===== src/rtl/core/bts_pkg.sv =====
// Shared types and constants for the bilinear texture sampler.
// No dependencies.
package bts_pkg;

   localparam int COMP_W  = 16;
   localparam int NUM_CMP = 4;
   localparam int COORD_W = 24;
   localparam int DIM_W   = 7;
   localparam int FRAC_W  = 17;   // Q16 fraction, 0..65536

   typedef enum logic {
      FUNC_WRITE  = 1'b0,
      FUNC_SAMPLE = 1'b1
   } func_type;

   typedef enum logic [2:0] {
      REG_WIDTH  = 3'd0,
      REG_HEIGHT = 3'd1,
      REG_COUNT  = 3'd2,
      REG_WRAP_U = 3'd3,
      REG_WRAP_V = 3'd4
   } reg_type;

   typedef enum logic [2:0] {
      ST_IDLE,
      ST_FETCH,
      ST_ACC,
      ST_ROUND,
      ST_OUT
   } state_type;

   typedef struct packed {
      logic             clear;
      logic             accumulate;
      logic [FRAC_W:0]  unused;
   } lane_ctl_type;

endpackage


===== src/rtl/core/bts_lane.sv =====
// One component lane: multiply-accumulate of fetched texels by weights,
// then round and saturate. Depends on bts_pkg.
module bts_lane (
   input  logic                       clock,
   input  bts_pkg::lane_ctl_type      ctl,
   input  logic [bts_pkg::COMP_W-1:0] texel,
   input  logic [33:0]                weight,
   output logic [bts_pkg::COMP_W-1:0] result
);
   logic [49:0] prod_ff, prod_in;
   logic [51:0] acc_ff, acc_in;
   logic [51:0] r;

   always_comb begin
      prod_in = 50'(texel) * 50'(weight);
      acc_in  = ctl.clear ? '0 : (ctl.accumulate ? acc_ff + 52'(prod_ff) : acc_ff);
      r       = (acc_ff + 52'h80000000) >> 32;
      result  = (r > 52'hFFFF) ? 16'hFFFF : r[15:0];
   end

   always_ff @(posedge clock) begin
      prod_ff <= prod_in;
      acc_ff  <= acc_in;
   end
endmodule

===== config.mk =====
export PLATFORM = sky130hd
export DESIGN_NAME = bts_lane
export DESIGN_NICKNAME = d
export VERILOG_FILES = /design/src/rtl/core/bts_pkg.sv /design/src/rtl/core/bts_lane.sv
export SDC_FILE = /design/constraint.sdc
export NUM_CORES = 2
export LEC_CHECK = 0
export BUFFER_PORTS_ARGS = -buffer_cell sky130_fd_sc_hd__buf_2
export CORE_MARGIN = 4
export CORE_UTILIZATION = 35
export DETAILED_ROUTE_END_ITERATION = 16
export PLACE_DENSITY_LB_ADDON = 0.1
export RECOVER_POWER = 25
export SLEW_MARGIN = 0
export SYNTH_ARGS = -nofsm -noshare
export SYNTH_HDL_FRONTEND = slang
export SYNTH_SLANG_ARGS = --single-unit

===== constraint.sdc =====
create_clock -name clock -period 8.2 [get_ports clock]
set_clock_uncertainty 0.05 [all_clocks]
set_input_delay 1.23 -clock clock [delete_from_list [all_inputs] [get_ports clock]]
set_output_delay 1.23 -clock clock [all_outputs]
set_load 0.01 [all_outputs]

# Word-level counts from Yosys, hierarchy flattened
# Index checks and enable logic that the tools add are counted.
classes:
  add_sub_neg: 2
  n_mul: 1
  n_lt_le_gt_ge: 1
  n_mux: 1
ops:
  columns: ["op", "count"]
  rows:
  - ["52-bit by 32-bit adder with 52-bit output (second input constant)", 1]
  - ["52-bit by 50-bit adder with 52-bit output", 1]
  - ["16-bit by 34-bit multiplier with 50-bit output", 1]
  - ["20-bit by 16-bit greater-than comparator with 1-bit output (second input constant)", 1]
  - ["16-bit two-way mux", 1]
totals:
  reg_bits: 102
  inputBits: 71
  output_inout_bits: 16

# Logic depth before layout (Yosys ltp)
logic_depth:
  ltp_word: 3
  ltp_mapped: 25

# Least setup slack after synthesis
# OpenSTA, ideal clock, no wires.
synth_timing:
  path_type: "input to register"
  start: "in texel[7] in the netlist's numbering"
  end: "reg prod_ff[47]"
  setup_time_ns: 0.127
  t_arrival_ns: 7.119
  required_ns: 8.023
  slack_ns: 0.904
  cell_stages: 24
  cell_sequence: "clkbuf_1 clkbuf_1 nand2_1 fa_1 inv_1 fa_1 inv_1 fa_1 inv_1 fa_1 fa_1 inv_1 fa_1 inv_1 ha_1 clkbuf_1 a211oi_1 o2bb2ai_1 a311oi_2 nor2_1 o31a_1 o221a_4 o2111ai_1 or3b_1"
synth_between:
  elab_chain_len: 1
synth_rtl:
  columns: ["element", "line_no", "source"]
  rows:
  - ["start: declaration", "bts_lane.sv:6", "input logic [bts_pkg::COMP_W-1:0] texel,"]
  - ["16-bit by 34-bit multiplier with 50-bit output", "bts_lane.sv:15", "prod_in = 50'(texel) * 50'(weight);"]
  - ["via prod_in[47]", "bts_lane.sv:10", "logic [49:0] prod_ff, prod_in;"]
  - ["end signal: assignment", "bts_lane.sv:22", "prod_ff <= prod_in;"]
  - ["end: declaration", "bts_lane.sv:10", null]
# The timed path passes the listed nets, and every way through them passes these cells.
# A chain may end at the register's enable or synchronous reset.

# Worst setup path in the final report
layout_timing:
  start: "in texel[4] in the netlist's numbering"
  end: "reg prod_ff[44]"
# Same word-level chain as after synthesis.

==> results.md <==
- Status: complete, but fails checks
- Violated checks: capacitance limit, slew limit
- Post-Synthesis Cells: 2711
- Via density: 5.02
- First-pass GRT wire length: about 110000 µm
- # resized after CTS: 0
- Hold Crit Start: acc_ff[28]
- Synth Flop Type: dfxtp_1
- DRC viols: 0
- Yosys top cell by area: fa_1
- Pin count of the biggest net entering global routing: 73
- R2r setup slk: 4.63 ns
- R2R cell count: 12
- Post-route ant nets: 0
- Fmax: 131 MHz
- Synth top area cells: fa_1, ha_1, dfxtp_1
- Post-Syn Area per Cell: roughly 8.6 µm²
- Post-synth top area share: 38.4%
- Ratio of cells with drive above 1 in the final layout: 5.91%
- Placed cell area: 0.0247 mm²
- Asr flop ratio synth: 0%
- Slowest stage cell, crit path: buf_2
- Clock Path Buffers: 2
- Max-cap viol count: 2
- Crit-path max cell delay: 0.58 ns
- Hold-fix buffers, CTS: 0
- Setup_tns: 0 ns
- Clk sink count: roughly 100
- Gr ovfl total: 0
- Actual slew at the worst max-slew pin: 3.04 ns
- Core box area: 0.0659 mm²
- Starting Density: a little over a third
- Full die area: 0.0709 mm²
- FF-to-FF Start: acc_ff[0]
- Rows: 94
- CTS tree: done
- Setup crit start kind: primary input
- Area Growth Syn to Fin: 7.39%
- Min-Delay Path Class: flop to flop
- Max FO, Critical Path: 28
- Skew-Pair Late Insertion Delay: 0.37 ns
- Required @ worst endpoint: 8.46 ns
- Initial antenna violation count: 2
- RSZ-0062 raised after global routing: false
- TritonCTS Buffers: 9
- Gr usage total: 19.3%
- Slew HR: -103%
- RR Endpoint: acc_ff[48]
- Setup Buffers After CTS: 0
- Worst-path clk slew: 0.07 ns
- Most frequent CP cell: fa_1
- Yosys cell types: about 70
- Nets: 3410
- Wire length per cell: 18.7 µm
- Via count: 18000
- Final worst-path cycle share: slightly above 90%
- Finished layout cell area: 0.0251 mm²
- Final hold vios: 0
- Seq/Total Area, Yosys: under 10%
- IO Count: 87
- Chip width: between 200 and 300 µm
- Fin. max-slew vios: 88
- Vias in the first global route: between 15000 and 20000
- Critical path endpoint category: flop
- Port Buffers: 68
- Hold worst-path end: acc_ff[28]
- Die height: 266 µm
- Mapped Nets: approximately 3400
- CP Class: primary input to flop
- FF+latch count, synth: 102
- Post-synth EDFFs: 0
- Final setup viols: 0
- CTS H-tree depth: 3
- WHS Path Cells: 2
- Initial DRT Pass Iterations: 6
- Critical Path AT: 7.91 ns
- Fin crit period: 7.66 ns
- Routed WL: 67000 µm
- Hpwl dp: 51400 µm
- Mapped Area: 0.0233 mm²
- YS warnings: 0
- Root Buffer: clkbuf_16
- Placer Congestion: around 0.83
- Initial drt markers: between 900 and 1000
## critical path: cells and delay by family
kind / cells / cell delay (ns)
buffers and inverters: 8 / 1.31
AOI/OAI and AO/OA: 7 / 1.43
and+or+nand+nor: 2 / 0.72
muxes: 1 / 0.11
adders and majority gates: 7 / 3.10
## stage by stage
stage	std cells	utilization, %	setup slack (ns)	hold slack [ns]
5_1_grt	3588	38.0	0.177	0.459
4_1_cts	3588	38.0	0.534	0.439
2_1_floorplan	2711	-	0.904	0.399
3_5_place_dp	3572	37.5	0.147	0.430
6_report	3589	38.0	0.544	0.437
3_3_place_gp	3572	37.5	0.138	0.413
## logic make-up (layout without fill, tap and decap cells)
kind of cell / Yosys count / in the layout / share of synthesized area, %
XOR/XNOR: 90 / 90 / 3.38
flip-flops: 102 / 102 / 8.75
multiplexers: 31 / 31 / 1.34
other: 0 / 1 / 0
AO/OA/AOI/OAI: 366 / 366 / 10.6
AND/OR/NAND/NOR: 886 / 886 / 18.3
buffers and inverters: 616 / 629 / 9.97
adder cells (fa/ha/maj): 620 / 620 / 47.6
## layout make-up
type | count | area [µm²]
antenna | 1 | 2.50
clock buffer | 11 | 243
clock inverter | 5 | 90.1
fill | 6836 | 40800
inverter | 487 | 1830
multi-input combinational | 1993 | 19000
sequential | 102 | 2040
tap | 864 | 1080
timing repair buffer | 126 | 807
## synthesized netlist by cell type (all sizes together), types with 4 or more instances
cell / count
a211oi: 18
nor2: 80
buf: 15
fa: 447
and3: 20
xnor2: 56
o221ai: 7
o21ai: 55
o311ai: 7
or3b: 6
a21boi: 5
xor2: 34
mux2i: 30
a211o: 6
o21bai: 9
nor2b: 11
nand3: 42
a31oi: 12
inv: 487
a41oi: 7
o21a: 15
o22ai: 5
and2: 229
nor3: 17
a21oi: 105
clkbuf: 114
or3: 6
nand2b: 22
nand2: 418
dfxtp: 102
ha: 173
nand4: 15
a21o: 66
o31ai: 6
o211ai: 7
nor3b: 11
o31a: 4
## cells in the final DEF (no fill, tap or decap), types with 22 or more instances in the layout
cell,instances
xnor2_1,56
dfxtp_1,102
nand3_1,42
o21ai_0,49
a21o_1,66
and2_1,227
fa_1,447
buf_4,54
nand2_1,418
nand2b_1,22
xor2_1,34
buf_2,66
mux2i_1,30
inv_1,487
ha_1,173
a21oi_1,105
nor2_1,80
## state kept, by name (all words and copies together), names as in the netlist
signal / cells
prod_ff: 50
acc_ff: 52
## worst max-delay path by stage
stage / from / end / slack, ns / depth (start not counted)
2_1_floorplan: texel[7] / prod_ff[47] / 0.90 / 24
3_3_place_gp: texel[1] / prod_ff[44] / 0.14 / 24
3_5_place_dp: texel[1] / prod_ff[44] / 0.15 / 24
4_1_cts: texel[1] / prod_ff[44] / 0.53 / 24
5_1_grt: texel[1] / prod_ff[44] / 0.18 / 24
6_report: texel[4] / prod_ff[44] / 0.54 / 25
## per-layer routing
layer | global-route usage [%] | share of wire [%] | routed length, µm | vias up
li1 | - | - | - | 8456
met1 | 28.9 | 49 | 33000 | 9082
met2 | 30.3 | 44 | 29500 | 423
met3 | 2.62 | 5.3 | 3530 | 61
met4 | 3.44 | 1.4 | 964 | 2
met5 | 0 | 0.019 | 13 | -
Power is left out: the tool's default activity adds up to more than one toggle a clock period on the data nets, which glitch-free logic cannot reach.
