File: src/rtl/core/bts_pkg.sv
// Shared types and constants for the bilinear texture sampler.
// No dependencies.
package bts_pkg;

   localparam int COMP_W  = 16;
   localparam int NUM_CMP = 4;
   localparam int COORD_W = 24;
   localparam int DIM_W   = 7;
   localparam int FRAC_W  = 17;   // Q16 fraction, 0..65536

   typedef enum logic {
      FUNC_WRITE  = 1'b0,
      FUNC_SAMPLE = 1'b1
   } func_type;

   typedef enum logic [2:0] {
      REG_WIDTH  = 3'd0,
      REG_HEIGHT = 3'd1,
      REG_COUNT  = 3'd2,
      REG_WRAP_U = 3'd3,
      REG_WRAP_V = 3'd4
   } reg_type;

   typedef enum logic [2:0] {
      ST_IDLE,
      ST_FETCH,
      ST_ACC,
      ST_ROUND,
      ST_OUT
   } state_type;

   typedef struct packed {
      logic             clear;
      logic             accumulate;
      logic [FRAC_W:0]  unused;
   } lane_ctl_type;

endpackage

File: src/rtl/core/bts_axis.sv
// Per-axis coordinate setup: base texel, neighbor and Q16 fraction.
// Depends on bts_pkg.
module bts_axis (
   input  logic [bts_pkg::COORD_W-1:0] coord,
   input  logic                        wrap,
   input  logic [bts_pkg::DIM_W-1:0]   size,
   output logic [5:0]                  base,
   output logic [5:0]                  next,
   output logic [bts_pkg::FRAC_W-1:0]  frac
);
   logic [16:0] f;
   logic [22:0] p;
   logic [6:0]  b;
   logic [6:0]  last;

   always_comb begin
      if (wrap) begin
         f = {1'b0, coord[15:0]};
      end else if (coord[23]) begin
         f = '0;
      end else if (coord > 24'h010000) begin
         f = 17'h10000;
      end else begin
         f = coord[16:0];
      end
      p    = 23'(size) * 23'(f);
      last = size - 7'd1;
      b    = p[22:16];
      if (b > last) begin
         b = last;
      end
      base = b[5:0];
      frac = 17'(p - {b, 16'h0});
      if (b + 7'd1 >= size) begin
         next = wrap ? 6'd0 : last[5:0];
      end else begin
         next = 6'(b + 7'd1);
      end
   end
endmodule

File: config.mk
export PLATFORM = sky130hd
export DESIGN_NAME = bts_axis
export DESIGN_NICKNAME = d
export VERILOG_FILES = /design/src/rtl/core/bts_pkg.sv /design/src/rtl/core/bts_axis.sv
export SDC_FILE = /design/constraint.sdc
export NUM_CORES = 1
export LEC_CHECK = 0
export ABC_AREA = 1
export BUFFER_PORTS_ARGS = -buffer_cell sky130_fd_sc_hd__buf_2
export CORE_MARGIN = 2
export CORE_UTILIZATION = 40
export DETAILED_ROUTE_END_ITERATION = 10
export PLACE_DENSITY = 0.55
export RECOVER_POWER = 100
export SYNTH_ARGS = -nofsm -noshare
export SYNTH_HDL_FRONTEND = slang
export SYNTH_SLANG_ARGS = --single-unit
export TNS_END_PERCENT = 50
File: constraint.sdc
create_clock -name vclk -period 26
set_input_delay 1.3 -clock vclk [all_inputs]
set_output_delay 1.3 -clock vclk [all_outputs]
set_load 0.01 [all_outputs]
== Yosys cells after proc, flatten, opt, wreduce, memory -nomap -nowiden ==
Cells that the tools add are included.

* $mul: 1
* Muxes and demuxes: 6
* Add/sub/neg operators: 3
* Magnitude comparators: 3

{| class="wikitable"
|+ Operators by type and width
! operator !! count
|-
| $mux W17 || 3
|-
| $gt A24 B17 Y1 const B || 1
|-
| $mul A7 B17 Y23 || 1
|-
| $sub A17 B17 Y17 || 1
|-
| $mux W6 || 2
|-
| $add A7 B1 Y7 const B || 1
|-
| $ge A7 B7 Y1 || 1
|-
| $gt A7 B7 Y1 || 1
|-
| $mux W7 || 1
|-
| $sub A7 B1 Y7 const B || 1
|}

* Register bits after elaboration: 0
* Logic and storage cells: 13
* Output and inout port bits: 29
* Bits of input ports: 32

== Depth between registers and ports, before layout ==
* Depth in word-level cells: 10
* Gate-level depth with buffers: 55
* Depth with buffers taken out: 54

== Worst setup path before layout ==
Ideal clock, no wire load.

* Path type: input to output
* Start point: input port coord[18] (netlist bit)
* End point: output port next[4]
* Slack: 15.940 ns
* Arrival time: 8.760 ns
* Buffers on the path: 1
* Stages: 50
* Required time: 24.700 ns
* Cell sequence: or2_1 nor4_1 a41oi_1 nand2_1 buf_2 nand2_1 nor2_1 fa_1 fa_1 fa_1 inv_1 fa_1 inv_1 ha_1 nand2_2 nor2_2 inv_2 nor3_4 (+14 left out) nand2_2 ha_1 nand2_4 nor2_4 nand3_1 nand2_1 nand2_1 ha_1 nand2_1 inv_1 nand4_1 o211ai_1 a31oi_1 inv_1 nand2_1 inv_1 nand2_1 nand2_1

* Word-level cells in the longest chain between the ends: 10

{| class="wikitable"
|+ Ends and longest elaborated chain
! what !! line !! source
|-
| start: declaration || bts_axis.sv:4 || <nowiki>input logic [bts_pkg::COORD_W-1:0] coord,</nowiki>
|-
| $gt A24 B17 Y1 (*) || bts_axis.sv:21 || <nowiki>end else if (coord > 24'h010000) begin</nowiki>
|-
| $mux W17 (*) || bts_axis.sv:21 ||
|-
| $mux W17 (*) || bts_axis.sv:19 || <nowiki>end else if (coord[23]) begin</nowiki>
|-
| $mux W17 (*) || bts_axis.sv:17 || <nowiki>if (wrap) begin</nowiki>
|-
| $mul A7 B17 Y23 (*) || bts_axis.sv:26 || <nowiki>p = 23'(size) * 23'(f);</nowiki>
|-
| $gt A7 B7 Y1 || bts_axis.sv:29 || <nowiki>if (b > last) begin</nowiki>
|-
| $mux W7 (*) || bts_axis.sv:29 ||
|-
| via base[1] || bts_axis.sv:7 || <nowiki>output logic [5:0] base,</nowiki>
|-
| $add A7 B1 Y7 (*) || bts_axis.sv:37 || <nowiki>next = 6'(b + 7'd1);</nowiki>
|-
| $ge A7 B7 Y1 || bts_axis.sv:34 || <nowiki>if (b + 7'd1 >= size) begin</nowiki>
|-
| $mux W6 (*) || bts_axis.sv:34 ||
|-
| end: declaration || bts_axis.sv:8 || <nowiki>output logic [5:0] next,</nowiki>
|}

Mark *: on every way through the listed nets, which the timed path passes. The rest lies on a longest branch.

== Worst setup path in the final report ==
* Start point: input port coord[18] (netlist bit)
* End point: output port next[3]

* Word-level cells in the longest chain between the ends: 10

{| class="wikitable"
|+ Ends and longest elaborated chain
! what !! line
|-
| $gt A24 B17 Y1 (*) || bts_axis.sv:21
|-
| $mux W17 (*) || bts_axis.sv:21
|-
| $mux W17 (*) || bts_axis.sv:19
|-
| $mux W17 (*) || bts_axis.sv:17
|-
| $mul A7 B17 Y23 (*) || bts_axis.sv:26
|-
| $gt A7 B7 Y1 || bts_axis.sv:29
|-
| $mux W7 (*) || bts_axis.sv:29
|-
| $add A7 B1 Y7 (*) || bts_axis.sv:37
|-
| $ge A7 B7 Y1 || bts_axis.sv:34
|-
| $mux W6 (*) || bts_axis.sv:34
|}

Every way passes the cells marked *; elsewhere a longest branch is shown, timed or not.

==> summary.txt <==
Clock tree
  • Hold_buf cts: 0
  • # resized after CTS: 0
  • Post-CTS setup buffer count: 0

Logic synthesis
  • Post-Synth Adder-Cell Area: 44.5%
  • Post-Synth XOR/XNOR Area: 4.32%
  • Post-synthesis instance area: 4860 um^2
  • Register area share after synthesis: 0%
  • Post-Syn Area per Cell: 6.84 um^2
  • Compound-cell area share of the yosys netlist: 5.12%
  • Synth cell types: 41
  • Mux cell area share after synthesis: 0%
  • Syn nets: 872
  • Largest family of logic cells by synthesized area: adder cells
  • Post-Syn Instances: 711
  • Yosys warnings: 0
  • Synth Area in Simple Gates: 33.5%

Global routing
  • Global route overflow: 0
  • Global-route wire length before repair: 23.1 mm
  • Tot GR Track Use: 22.1%
  • Number of antenna violations at the first check in global routing: 0
  • Pin count of the biggest net entering global routing: 26
  • Vias in the first global route: 4567

Floorplan
  • Chip height: 114 um
  • Row Count: 40
  • Initial core utilization: 40.6%
  • Die W: 114 um
  • I/O Pins: 61
  • Die area: 13100 um^2
  • Core Area: 12000 um^2

Critical path
  • Crit start category: primary input
  • WP data arrival: 10.83 ns
  • Buf/Inv on CP: 9
  • Critical path's largest stage delay: 0.57 ns
  • Most frequent CP cell: nand2_1
  • Critical path required time: 24.70 ns
  • Crit-path slowest cell: nand2_1
  • Max FO, Critical Path: 25
  • Crit Path Class: primary input to output port
  • Crit path max-delay family: simple AND/OR/NAND/NOR gates
  • Crit path capture type: output port

Route
  • Antenna viol nets, final: 0
  • Avg WL per Cell: 15.3 um
  • Initial DRC Count: 417
  • Via/cell ratio: 5.12
  • Final wirelength: 13.9 mm
  • DRC Markers: 0
  • Routed vias: 4652
  • DR pass1 iterations: 6

Power and ir drop
  • Switching Share: 64.5%
  • Combinational share of power: 100.0%
  • Sequential share of power: 0%
  • Internal: 0.109 mW
  • Power Total: 0.307 mW
  • VDD IR max: 0.0286 mV
  • Leak pwr: 3.07 nW
  • Power density over cell area: 58.6 nW/um^2
  • Psw: 0.198 mW
  • Clk network pwr share: 0%

Timing
  • Unrepaired setup endpoints after global routing: false
  • Max_slew headroom: 50.8%
  • Pins over their slew limit: 0
  • Final min period: 12.13 ns
  • Highest Clock Rate: 82.4 MHz
  • Fin crit share: 46.7%
  • Final Hold Vio Count: 0
  • Hold_ws: 3.08 ns
  • Setup violators final: 0
  • Final setup margin: 13.87 ns
  • Slew at the pin closest to its max-slew limit: 0.737 ns
  • Setup TNS: 0 ns

Cells and area
  • Final antenna diode count: 0
  • Final #Nets: 924
  • Seq Cell Count: 0
  • Reg area: 0 um^2
  • Fraction of layout cells with a size suffix above 1: 11.2%
  • Synth-to-layout area growth: 7.93%
  • Clk_buf instances: 0
  • Finished Cell Area: 5250 um^2

Run
  • Max_cap viols: 0

Place
  • Placed Area: 5310 um^2
  • Setup WS pre-CTS: 14.43 ns
  • Port Buffers: 61
  • Final HPWL from detailed placement: 12.3 mm
  • Global placer's final weighted congestion: 0.881

Worst hold path
  • HP Class: primary input to output port

Run status
  • Status: finished, final reports clean
[path summary, 6_finish.rpt]
path              startpoint  endpoint  depth (start not counted)
setup / recovery   coord[18]   next[3]                         48
hold / removal          wrap   next[0]                          5
[through the flow]
stage	std cells	util [%]
floorplan	711	-
global placement	908	44.4
detailed placement	908	44.4
CTS	908	44.4
global route	908	43.9
finish	908	43.9
[Yosys cell counts (all sizes together)]
master | n | share of area, %
nand2 | 178 | 15
inv | 147 | 11
nor2 | 110 | 9.4
fa | 73 | 30
ha | 56 | 14
nand3 | 35 | 4.4
a21oi | 25 | 2.8
xor2 | 14 | 2.5
xnor2 | 10 | 1.8
clkbuf | 9 | 0.69
nand4 | 9 | 1.2
o21ai | 7 | 0.80
and2 | 6 | 0.77
nor3 | 6 | 0.85
nor4 | 5 | 0.64
or2 | 4 | 0.51
clkinv | 3 | 0.33
o21bai | 3 | 0.46
buf | 2 | 0.21
o22ai | 2 | 0.26
a311oi | 1 | 0.18
a31oi | 1 | 0.13
a41oi | 1 | 0.18
and3 | 1 | 0.13
nand3b | 1 | 0.15
o211ai | 1 | 0.15
o21a | 1 | 0.15
[logic make-up (layout without fill, tap and decap cells)]
kind of cell,count (synthesis),in the layout
xor gates and xnor gates,24,24
adders and majority gates,129,129
and+or+nand+nor,355,355
AOI/OAI and AO/OA,42,42
buffers and inverters,161,211
[placed cells by master (no fill, tap or decap), types with 2 or more instances in the layout]
master,Yosys,final
nand2_4,6,4
nor3_1,5,5
o21bai_1,3,3
a21oi_2,3,2
inv_2,5,5
nand4_1,9,9
fa_1,73,73
nand3_2,8,8
xnor2_1,10,10
clkinv_1,2,2
nor2_4,4,4
ha_1,56,56
o22ai_1,2,2
nand2_2,15,9
or2_0,1,2
inv_1,142,142
and2_1,5,5
nor2_1,100,102
nor2_2,6,4
o21ai_0,4,4
o21ai_1,2,2
nand2_1,157,165
xor2_1,14,14
buf_2,2,44
nor4_1,5,5
nand3_1,27,27
clkbuf_1,9,17
a21oi_1,22,23
or2_2,2,2
[final cells by class]
type                       count  area, um^2
fill                        1321        6710
multi-input combinational    550        4210
inverter                     150         568
timing repair buffer          61         284
tap                          147         184
[worst min-delay path, stage by stage]
cell and delay, ns:
buf_2 0.08, inv_1 0.07, nand2_1 0.12, o22ai_1 0.08
clkbuf_1 0.12
[metal layers]
metal	GRT usage, %	vias to the layer above	wire length, um
li1	-	2262	-
met1	32.9	2208	6640
met2	35.9	150	6320
met3	1.16	32	614
met4	3.74	0	316
met5	0	-	0
[power by group through the flow]
stage	logic [mW]	clock network (mW)	registers, mW
global placement	0.314	0	0
detailed placement	0.315	0	0
CTS	0.318	0	0
floorplan	0.224	0	0
global route	0.348	0	0
finish	0.307	0	0
Note: power is estimated with default switching activity, not from simulation.
